File: src/rtl/apgm_pkg.sv
`timescale 1ns / 1ps

package apgm_pkg;

   // parse phase
   typedef enum logic [2:0] {
      PH_MAGIC  = 3'd0,
      PH_WIDTH  = 3'd1,
      PH_HEIGHT = 3'd2,
      PH_MAXVAL = 3'd3,
      PH_PIXELS = 3'd4,
      PH_IGNORE = 3'd5
   } phase_type;

   // result kinds
   localparam logic [2:0] KIND_WIDTH  = 3'd0;
   localparam logic [2:0] KIND_HEIGHT = 3'd1;
   localparam logic [2:0] KIND_MAXVAL = 3'd2;
   localparam logic [2:0] KIND_PIXEL  = 3'd3;
   localparam logic [2:0] KIND_END    = 3'd4;

   // end status codes
   localparam logic [1:0] ST_OK        = 2'd0;
   localparam logic [1:0] ST_BAD_MAGIC = 2'd1;
   localparam logic [1:0] ST_NO_HEADER = 2'd2;
   localparam logic [1:0] ST_MISMATCH  = 2'd3;

   // characters
   localparam logic [7:0] CH_SPACE = 8'h20;
   localparam logic [7:0] CH_FF    = 8'h0C;
   localparam logic [7:0] CH_LF    = 8'h0A;
   localparam logic [7:0] CH_CR    = 8'h0D;
   localparam logic [7:0] CH_TAB   = 8'h09;
   localparam logic [7:0] CH_VT    = 8'h0B;
   localparam logic [7:0] CH_HASH  = 8'h23;
   localparam logic [7:0] CH_ZERO  = 8'h30;
   localparam logic [7:0] CH_NINE  = 8'h39;
   localparam logic [7:0] CH_P     = 8'h50;
   localparam logic [7:0] CH_TWO   = 8'h32;

   localparam logic [3:0]  RADIX     = 4'd10;
   localparam logic [15:0] VALUE_MAX = 16'hFFFF;

   typedef struct packed {
      logic [7:0] byte_in;
      logic       last;
   } req_type;

   typedef struct packed {
      logic [2:0]  kind;
      logic [15:0] value;
      logic [1:0]  status;
      logic        end_of_run;
   } rsp_type;

   // up to two results from one input item, first in order first
   typedef struct packed {
      logic [1:0] count;
      rsp_type    first;
      rsp_type    second;
   } push_type;

endpackage

File: src/rtl/apgm_parser.sv
`timescale 1ns / 1ps

module apgm_parser
   import apgm_pkg::*;
#(
   parameter int DIM_BITS = 16
) (
   input  logic     clock,
   input  logic     reset,
   input  logic     take,
   input  req_type  req,
   output push_type push
);

   localparam logic [15:0] DIM_MAX16 = 16'((32'd1 << DIM_BITS) - 32'd1);

   phase_type              phase_ff, phase_in;
   logic                   in_comment_ff, in_comment_in;
   logic                   in_token_ff, in_token_in;
   logic                   dig_end_ff, dig_end_in;
   logic [15:0]            tv_ff, tv_in;
   logic [1:0]             mpos_ff, mpos_in;
   logic                   mbad_ff, mbad_in;
   logic [DIM_BITS-1:0]    width_ff, width_in;
   logic [DIM_BITS-1:0]    height_ff, height_in;
   logic [7:0]             maxv_ff, maxv_in;
   logic [31:0]            count_ff, count_in;
   logic [2*DIM_BITS-1:0]  area_ff;

   logic [7:0]          b;
   logic                active, is_sep, is_digit, sep, tc, tok_after, fin;
   logic [19:0]         prod;
   logic [15:0]         tv_tc, tv_cur;
   logic                de_cur;
   logic [1:0]          mpos_cur;
   logic                mbad_cur;
   logic [DIM_BITS-1:0] tv_dim;
   logic                px_room, emit_tok;
   phase_type           ph_fin;
   logic [31:0]         count_fin;
   logic [1:0]          end_st;
   rsp_type             tok_res, end_res;

   // byte classes
   assign b        = req.byte_in;
   assign active   = (phase_ff != PH_IGNORE);
   assign is_sep   = (b == CH_HASH) ||
                     (b inside {CH_SPACE, CH_FF, CH_LF, CH_CR, CH_TAB, CH_VT});
   assign is_digit = (b inside {[CH_ZERO:CH_NINE]});
   assign sep      = active && !in_comment_ff && is_sep;
   assign tc       = active && !in_comment_ff && !is_sep;

   // token value accumulation, saturating
   assign prod  = 20'(tv_ff) * 20'(RADIX) + 20'(b - CH_ZERO);
   assign tv_tc = (!dig_end_ff && is_digit) ?
                  ((prod[19:16] != 4'd0) ? VALUE_MAX : prod[15:0]) : tv_ff;

   // token registers after this byte's character, if any
   always_comb begin
      tv_cur   = tv_ff;
      de_cur   = dig_end_ff;
      mpos_cur = mpos_ff;
      mbad_cur = mbad_ff;
      if (tc) begin
         tv_cur = tv_tc;
         de_cur = dig_end_ff || !is_digit;
         if (phase_ff == PH_MAGIC) begin
            case (mpos_ff)
               2'd0: begin
                  mbad_cur = mbad_ff || (b != CH_P);
                  mpos_cur = 2'd1;
               end
               2'd1: begin
                  mbad_cur = mbad_ff || (b != CH_TWO);
                  mpos_cur = 2'd2;
               end
               default: mbad_cur = 1'b1;
            endcase
         end
      end
   end

   // at most one token closes per byte: at a separator or at the last byte
   assign tok_after = tc || (in_token_ff && !sep);
   assign fin       = (sep && in_token_ff) || (req.last && active && tok_after);

   assign tv_dim   = (tv_cur > DIM_MAX16) ? '1 : tv_cur[DIM_BITS-1:0];
   assign px_room  = (count_ff < 32'(area_ff));
   assign emit_tok = fin && ((phase_ff == PH_WIDTH) || (phase_ff == PH_HEIGHT) ||
                             (phase_ff == PH_MAXVAL) ||
                             ((phase_ff == PH_PIXELS) && px_room));

   // phase and pixel count once the token has closed
   always_comb begin
      ph_fin    = phase_ff;
      count_fin = count_ff;
      if (fin) begin
         case (phase_ff)
            PH_MAGIC:  ph_fin = (mbad_cur || mpos_cur != 2'd2) ? PH_IGNORE : PH_WIDTH;
            PH_WIDTH:  ph_fin = PH_HEIGHT;
            PH_HEIGHT: ph_fin = PH_MAXVAL;
            PH_MAXVAL: ph_fin = PH_PIXELS;
            PH_PIXELS: begin
               if (count_ff != 32'hFFFF_FFFF) count_fin = count_ff + 32'd1;
            end
            default: ph_fin = phase_ff;
         endcase
      end
   end

   // end status; the product register is updated the cycle after the dimensions, so a file
   // closing on its maxval token checks the dimensions directly
   always_comb begin
      if (ph_fin == PH_IGNORE || ph_fin == PH_MAGIC) begin
         end_st = ST_BAD_MAGIC;
      end else if (ph_fin != PH_PIXELS) begin
         end_st = ST_NO_HEADER;
      end else if (phase_ff == PH_MAXVAL) begin
         end_st = (width_ff != '0 && height_ff != '0) ? ST_MISMATCH : ST_OK;
      end else begin
         end_st = (count_fin != 32'(area_ff)) ? ST_MISMATCH : ST_OK;
      end
   end

   // next state
   always_comb begin
      phase_in      = phase_ff;
      in_comment_in = in_comment_ff;
      in_token_in   = in_token_ff;
      dig_end_in    = dig_end_ff;
      tv_in         = tv_ff;
      mpos_in       = mpos_ff;
      mbad_in       = mbad_ff;
      width_in      = width_ff;
      height_in     = height_ff;
      maxv_in       = maxv_ff;
      count_in      = count_ff;
      if (take) begin
         if (req.last) begin
            phase_in      = PH_MAGIC;
            in_comment_in = 1'b0;
            in_token_in   = 1'b0;
            dig_end_in    = 1'b0;
            tv_in         = '0;
            mpos_in       = '0;
            mbad_in       = 1'b0;
            width_in      = '0;
            height_in     = '0;
            maxv_in       = '0;
            count_in      = '0;
         end else begin
            phase_in = ph_fin;
            count_in = count_fin;
            if (active) begin
               in_comment_in = in_comment_ff ? (b != CH_LF) : (b == CH_HASH);
            end
            if (fin) begin
               in_token_in = 1'b0;
               dig_end_in  = 1'b0;
               tv_in       = '0;
               mpos_in     = '0;
               mbad_in     = 1'b0;
            end else begin
               in_token_in = tok_after;
               dig_end_in  = de_cur;
               tv_in       = tv_cur;
               mpos_in     = mpos_cur;
               mbad_in     = mbad_cur;
            end
            if (fin && phase_ff == PH_WIDTH)  width_in  = tv_dim;
            if (fin && phase_ff == PH_HEIGHT) height_in = tv_dim;
            if (fin && phase_ff == PH_MAXVAL) maxv_in   = tv_cur[7:0];
         end
      end
   end

   // results
   always_comb begin
      tok_res = '0;
      case (phase_ff)
         PH_WIDTH: begin
            tok_res.kind  = KIND_WIDTH;
            tok_res.value = 16'(tv_dim);
         end
         PH_HEIGHT: begin
            tok_res.kind  = KIND_HEIGHT;
            tok_res.value = 16'(tv_dim);
         end
         PH_MAXVAL: begin
            tok_res.kind  = KIND_MAXVAL;
            tok_res.value = {8'd0, tv_cur[7:0]};
         end
         default: begin
            tok_res.kind  = KIND_PIXEL;
            tok_res.value = {8'd0, maxv_ff - tv_cur[7:0]};
         end
      endcase

      end_res            = '0;
      end_res.kind       = KIND_END;
      end_res.status     = end_st;
      end_res.end_of_run = 1'b1;

      push = '0;
      if (take) begin
         push.count  = 2'(emit_tok) + 2'(req.last);
         push.first  = emit_tok ? tok_res : end_res;
         push.second = end_res;
      end
   end

   // state registers
   always_ff @(posedge clock) begin
      if (reset) begin
         phase_ff      <= PH_MAGIC;
         in_comment_ff <= 1'b0;
         in_token_ff   <= 1'b0;
         dig_end_ff    <= 1'b0;
         tv_ff         <= '0;
         mpos_ff       <= '0;
         mbad_ff       <= 1'b0;
         width_ff      <= '0;
         height_ff     <= '0;
         maxv_ff       <= '0;
         count_ff      <= '0;
      end else begin
         phase_ff      <= phase_in;
         in_comment_ff <= in_comment_in;
         in_token_ff   <= in_token_in;
         dig_end_ff    <= dig_end_in;
         tv_ff         <= tv_in;
         mpos_ff       <= mpos_in;
         mbad_ff       <= mbad_in;
         width_ff      <= width_in;
         height_ff     <= height_in;
         maxv_ff       <= maxv_in;
         count_ff      <= count_in;
      end
   end

   // pixel total, registered from the dimension registers
   always_ff @(posedge clock) begin
      area_ff <= width_ff * height_ff;
   end

endmodule

File: src/rtl/apgm_rsp_fifo.sv
`timescale 1ns / 1ps

module apgm_rsp_fifo
   import apgm_pkg::*;
(
   input  logic     clock,
   input  logic     reset,
   input  push_type push,
   output logic     full,
   output logic     rsp_valid,
   input  logic     rsp_stall,
   output rsp_type  rsp_data
);

   localparam int DEPTH = 4;
   localparam int AW    = $clog2(DEPTH);

   rsp_type         mem [DEPTH];
   logic [AW-1:0]   wr_ff, wr_in, rd_ff, rd_in;
   logic [AW:0]     cnt_ff, cnt_in;
   logic            pop;
   logic [AW-1:0]   wr_next;

   assign rsp_valid = (cnt_ff != '0);
   assign rsp_data  = mem[rd_ff];
   assign pop       = rsp_valid && !rsp_stall;
   // room for two items must remain before another input is taken
   assign full      = (cnt_ff > (AW+1)'(DEPTH - 2));
   assign wr_next   = wr_ff + AW'(1);

   // pointers and fill level
   always_comb begin
      wr_in  = wr_ff + AW'(push.count);
      rd_in  = pop ? rd_ff + AW'(1) : rd_ff;
      cnt_in = cnt_ff + (AW+1)'(push.count) - (AW+1)'(pop);
   end

   always_ff @(posedge clock) begin
      if (reset) begin
         wr_ff  <= '0;
         rd_ff  <= '0;
         cnt_ff <= '0;
      end else begin
         wr_ff  <= wr_in;
         rd_ff  <= rd_in;
         cnt_ff <= cnt_in;
      end
   end

   // storage
   always_ff @(posedge clock) begin
      if (push.count != 2'd0) mem[wr_ff]   <= push.first;
      if (push.count == 2'd2) mem[wr_next] <= push.second;
   end

endmodule

File: src/rtl/ascii_pgm_parse_invert.sv
`timescale 1ns / 1ps

// Channel  Dir  Ports                            Item
// req      in   req_valid req_stall req_data     one text byte, last flag
// rsp      out  rsp_valid rsp_stall rsp_data     header, inverted pixel, end
//
// One byte is taken every cycle while req_stall is low; its results go into
// a four-item result queue fed by combinational parse logic.
// The last byte of a file may give two results; the queue drains one a cycle while rsp_stall is low.
// req_stall rises while fewer than two queue slots are free.
// Synchronous reset returns the parser to expecting the magic token and
// empties the queue; the last byte of a file does the same for the parser.

module ascii_pgm_parse_invert
   import apgm_pkg::*;
#(
   parameter int DIM_BITS = 16
) (
   input  logic    clock,
   input  logic    reset,
   input  logic    req_valid,
   output logic    req_stall,
   input  req_type req_data,
   output logic    rsp_valid,
   input  logic    rsp_stall,
   output rsp_type rsp_data
);

   logic     take;
   push_type push;

   assign take = req_valid && !req_stall;

   apgm_parser #(
      .DIM_BITS(DIM_BITS)
   ) u_parser (
      .clock (clock),
      .reset (reset),
      .take  (take),
      .req   (req_data),
      .push  (push)
   );

   apgm_rsp_fifo u_fifo (
      .clock     (clock),
      .reset     (reset),
      .push      (push),
      .full      (req_stall),
      .rsp_valid (rsp_valid),
      .rsp_stall (rsp_stall),
      .rsp_data  (rsp_data)
   );

endmodule
File: config.mk
export PLATFORM = sky130hd
export DESIGN_NAME = ascii_pgm_parse_invert
export DESIGN_NICKNAME = d
export VERILOG_FILES = /design/src/rtl/apgm_pkg.sv /design/src/rtl/apgm_parser.sv /design/src/rtl/apgm_rsp_fifo.sv /design/src/rtl/ascii_pgm_parse_invert.sv
export SDC_FILE = /design/constraint.sdc
export NUM_CORES = 1
export LEC_CHECK = 0
export BUFFER_PORTS_ARGS = -buffer_cell sky130_fd_sc_hd__buf_2
export CAP_MARGIN = 20
export CORE_ASPECT_RATIO = 1.4
export CORE_MARGIN = 4
export CORE_UTILIZATION = 45
export CTS_CLUSTER_DIAMETER = 80
export CTS_CLUSTER_SIZE = 20
export DETAILED_ROUTE_END_ITERATION = 12
export PLACE_DENSITY_LB_ADDON = 0.08
export SETUP_SLACK_MARGIN = 0.1
export SYNTH_ARGS = -nofsm -noshare
export SYNTH_HDL_FRONTEND = slang
export SYNTH_SLANG_ARGS = --single-unit
File: constraint.sdc
create_clock -name clock -period 6.95 [get_ports clock]
set_clock_uncertainty 0.05 [all_clocks]
set_input_delay 0 -clock clock [delete_from_list [all_inputs] [get_ports clock]]
set_output_delay 0 -clock clock [all_outputs]
set_load 0.02 [all_outputs]
==> impl_metrics.toml <==
[yosys]
synth-edff-count = 12
yosys.area.top_type = "dfxtp_1"
ys_seq_area_frac = 0.215
synth_compound_area_frac = 0.146
synthAdderAreaFrac = 0.305
async_flop_share = 0
syn_area_sq_um = 21200
synth.avg_cell_area_sq_um = 8.59
yosys.area.top_type_share = 0.198
synth_seq_cells = 222
synth_mux_area_frac = 0.0286
ys_warn_count = 0
synth_common_cells = "inv_1 (299), nand2_1 (272), dfxtp_1 (210), ha_1 (201), fa_1 (198)"
yosys.area_share.simple = 0.191
synth_area_leaders = "dfxtp_1 (20%), fa_1 (19%), ha_1 (12%)"
synth_cell_types = 83
postSynthNetCount = 2883
synth_top_family_by_area = "adder cells"
synth-main-ff-cell = "dfxtp_1"
yosysMostFrequentCell = "inv_1"
syn_inst = 2471
synth_xor_area_frac = 0.0404

[place]
port_buffers = 36
place.gp.congestion = 0.912
dpl.hpwl_microns = 47800
placedInstanceArea_sq_um = 22500

[critical_path]
cp_slowest_cell = "fa_1"
critical_path_buf_inv_count = 6
required_ns = 7.32
rr_worst_depth = 25
start_kind = "flop"
r2r_start = "u_parser.width_ff[2]"
r2r_slack_ns = 0.44
cp.arrival_ns = 6.88
max_stage_delay_ns = 0.56
critPathTopFamily = "adder cells"
crit_path_max_fanout = 12
crit_top_cell = "fa_1"
crit_type = "flop to flop"
worstSetupEndpointType = "flop"
reg2reg_to = "u_parser.area_ff[30]"

[timing]
rsz0062_at_grt = "false"
final_hold_viol_count = 0
slew_headroom = 0.245
holdWs_ns = 0.0942
fin_crit_sh = 0.937
setup_tns_ns = 0
worst_slew_pin_slew_ns = 1.13
fmax_ghz = 0.154
post-route-min-period_ns = 6.51
setup_viol = 0
slew_violations = 0

[status]
status = "complete, no violations"

[min_path]
hold_path_depth = 3
hold_path_end = "u_fifo.cnt_ff[1]"
hp-class = "input port to flop"
hold_start = "reset"

[floorplan]
core_area_sq_um = 46300
die_area_sq_um = 50800
rows = 93
die_h_microns = 265
pin_count = 37
initial_core_util = 0.459
fp.dieW_microns = 192

[clocking]
clock-sinks = 222
clkSlewWorstSetupHoldPaths_ns = 0.09
cts-htree-levels = 1
max-clock-path-buffers = 3
root_buffer = "clkbuf_16"
clkLatencyLatePin_ns = 0.51
cts_buffers = 15
cts_tree = "yes"

[finish]
fin_area_sq_um = 23400
area_growth_syn_to_layout_pct = 10.4
ff_latch_area_sq_um = 4620
final_layout_size_suffix_gt1_frac = 0.120
multi_input_area_sq_um = 15400
nNetsFinal = 2943
final.fill_count = 4555
fin_util = 0.506

[drt]
wire_per_inst_microns = 19.3
avgViaCountPerCell = 5.64
antenna_left = 0
wl_microns = 61100
drc = 0
vias = 17800
firstDrtPassIters = 5
drt_iter0_drc = 1075

[global_routing]
grtUsageTotal = 0.238
grt-busiest-layer = "met2"
grt_use_met2 = 0.417
gr-total-overflow = 0
grt_start_max_net_pins = 61
grt_pass1_wl_microns = 97400
antenna_found_initial = 6
grt_use_met3 = 0.0255
grt_use_met1 = 0.312
grt_pass1_vias = 18000

[power_and_ir_drop]
p_leak_nw = 10.6
power_density_nw_per_um2 = 119
power.ir.vdd_worst_v = 0.000237
power.total_mw = 2.80

[job]
max-cap-violations = 0
final cells by class:
class / instances / area share
Antenna cell: 7 / 0.000747
Tap cell: 617 / 0.0329
Multi-Input combinational cell: 1839 / 0.657
Clock inverter: 4 / 0.00133
Inverter: 299 / 0.0479
Timing Repair Buffer: 154 / 0.0462
Clock buffer: 18 / 0.0169
Sequential cell: 222 / 0.197
routing by layer:
layer  vias up  routed length, microns
li1       8448                       -
met1      8846                   26100
met2       448                   30500
met3        89                    2930
met4         2                    1580
met5         -                      13
power by group:
part,switching (mW),internal [mW],leakage [nW]
Sequential,0.0378,1.31,1.82
Combinational,0.350,0.209,8.57
Clock,0.475,0.413,0.212
worst max-delay path by stage:
| stage | start | to | slack (ns) | cells past startpoint |
|---|---|---|---|---|
| floorplan | u_parser.tv_ff[1] | u_fifo.mem[3][10] | 0.11 | 37 |
| global placement | u_parser.tv_ff[3] | u_fifo.mem[3][10] | -0.16 | 36 |
| detailed placement | u_parser.tv_ff[3] | u_fifo.mem[3][10] | -0.49 | 36 |
| CTS | u_parser.width_ff[9] | u_parser.area_ff[28] | 0.11 | 25 |
| global route | u_parser.tv_ff[2] | u_fifo.mem[1][10] | 0.06 | 38 |
| finish | u_parser.width_ff[2] | u_parser.area_ff[30] | 0.44 | 25 |
cells in the final DEF (no fill, tap or decap), types with 36 or more instances in the layout:
cell     count
fa_1       196
o21ai_0    142
a22o_1      47
buf_2       36
nor2_1     166
a21oi_1    106
xnor2_1     67
buf_4      112
nand2_1    271
dfxtp_1    185
inv_1      298
ha_1       191
and2_1     122
worst reg2reg max path: cells and delay by family (launching register included):
family,cells,cell delay [ns]
xor+xnor,1,0.13
flops,1,0.43
simple gates,2,0.35
buf+inv,6,0.61
fa+ha+maj,7,3.14
compound gates,9,1.74
what timing repair did:
action	4_1_cts	5_1_grt
hold endpoints to repair	10	0
endpoints found under the setup margin	18	25
pin swaps	31	41
hold buffers	5	0
resized for setup	26	77
setup buffers	10	10
gates cloned	0	0
sequential cells by signal, indices dropped and copies added (netlist names), 3 cells and up, named ones only:
name	flops
u_parser.maxv_ff	8
u_parser.phase_ff	3
u_parser.width_ff	16
u_parser.height_ff	16
u_parser.count_ff	32
u_fifo.cnt_ff	3
u_fifo.mem	84
u_parser.area_ff	32
u_parser.tv_ff	16
cells by family after synthesis:
family / Yosys count
and+or+nand+nor: 819
xor gates and xnor gates: 98
adders and majority gates: 399
buffers and inverters: 410
DFF: 222
muxes: 34
AOI/OAI and AO/OA: 489
stage by stage:
step	std cells	setup WS, ns
finish	3160	0.440
global route	3154	0.0614
floorplan	2471	0.115
global placement	3105	-0.163
CTS	3142	0.106
detailed placement	3105	-0.491
(Power assumes the default switching activity.)
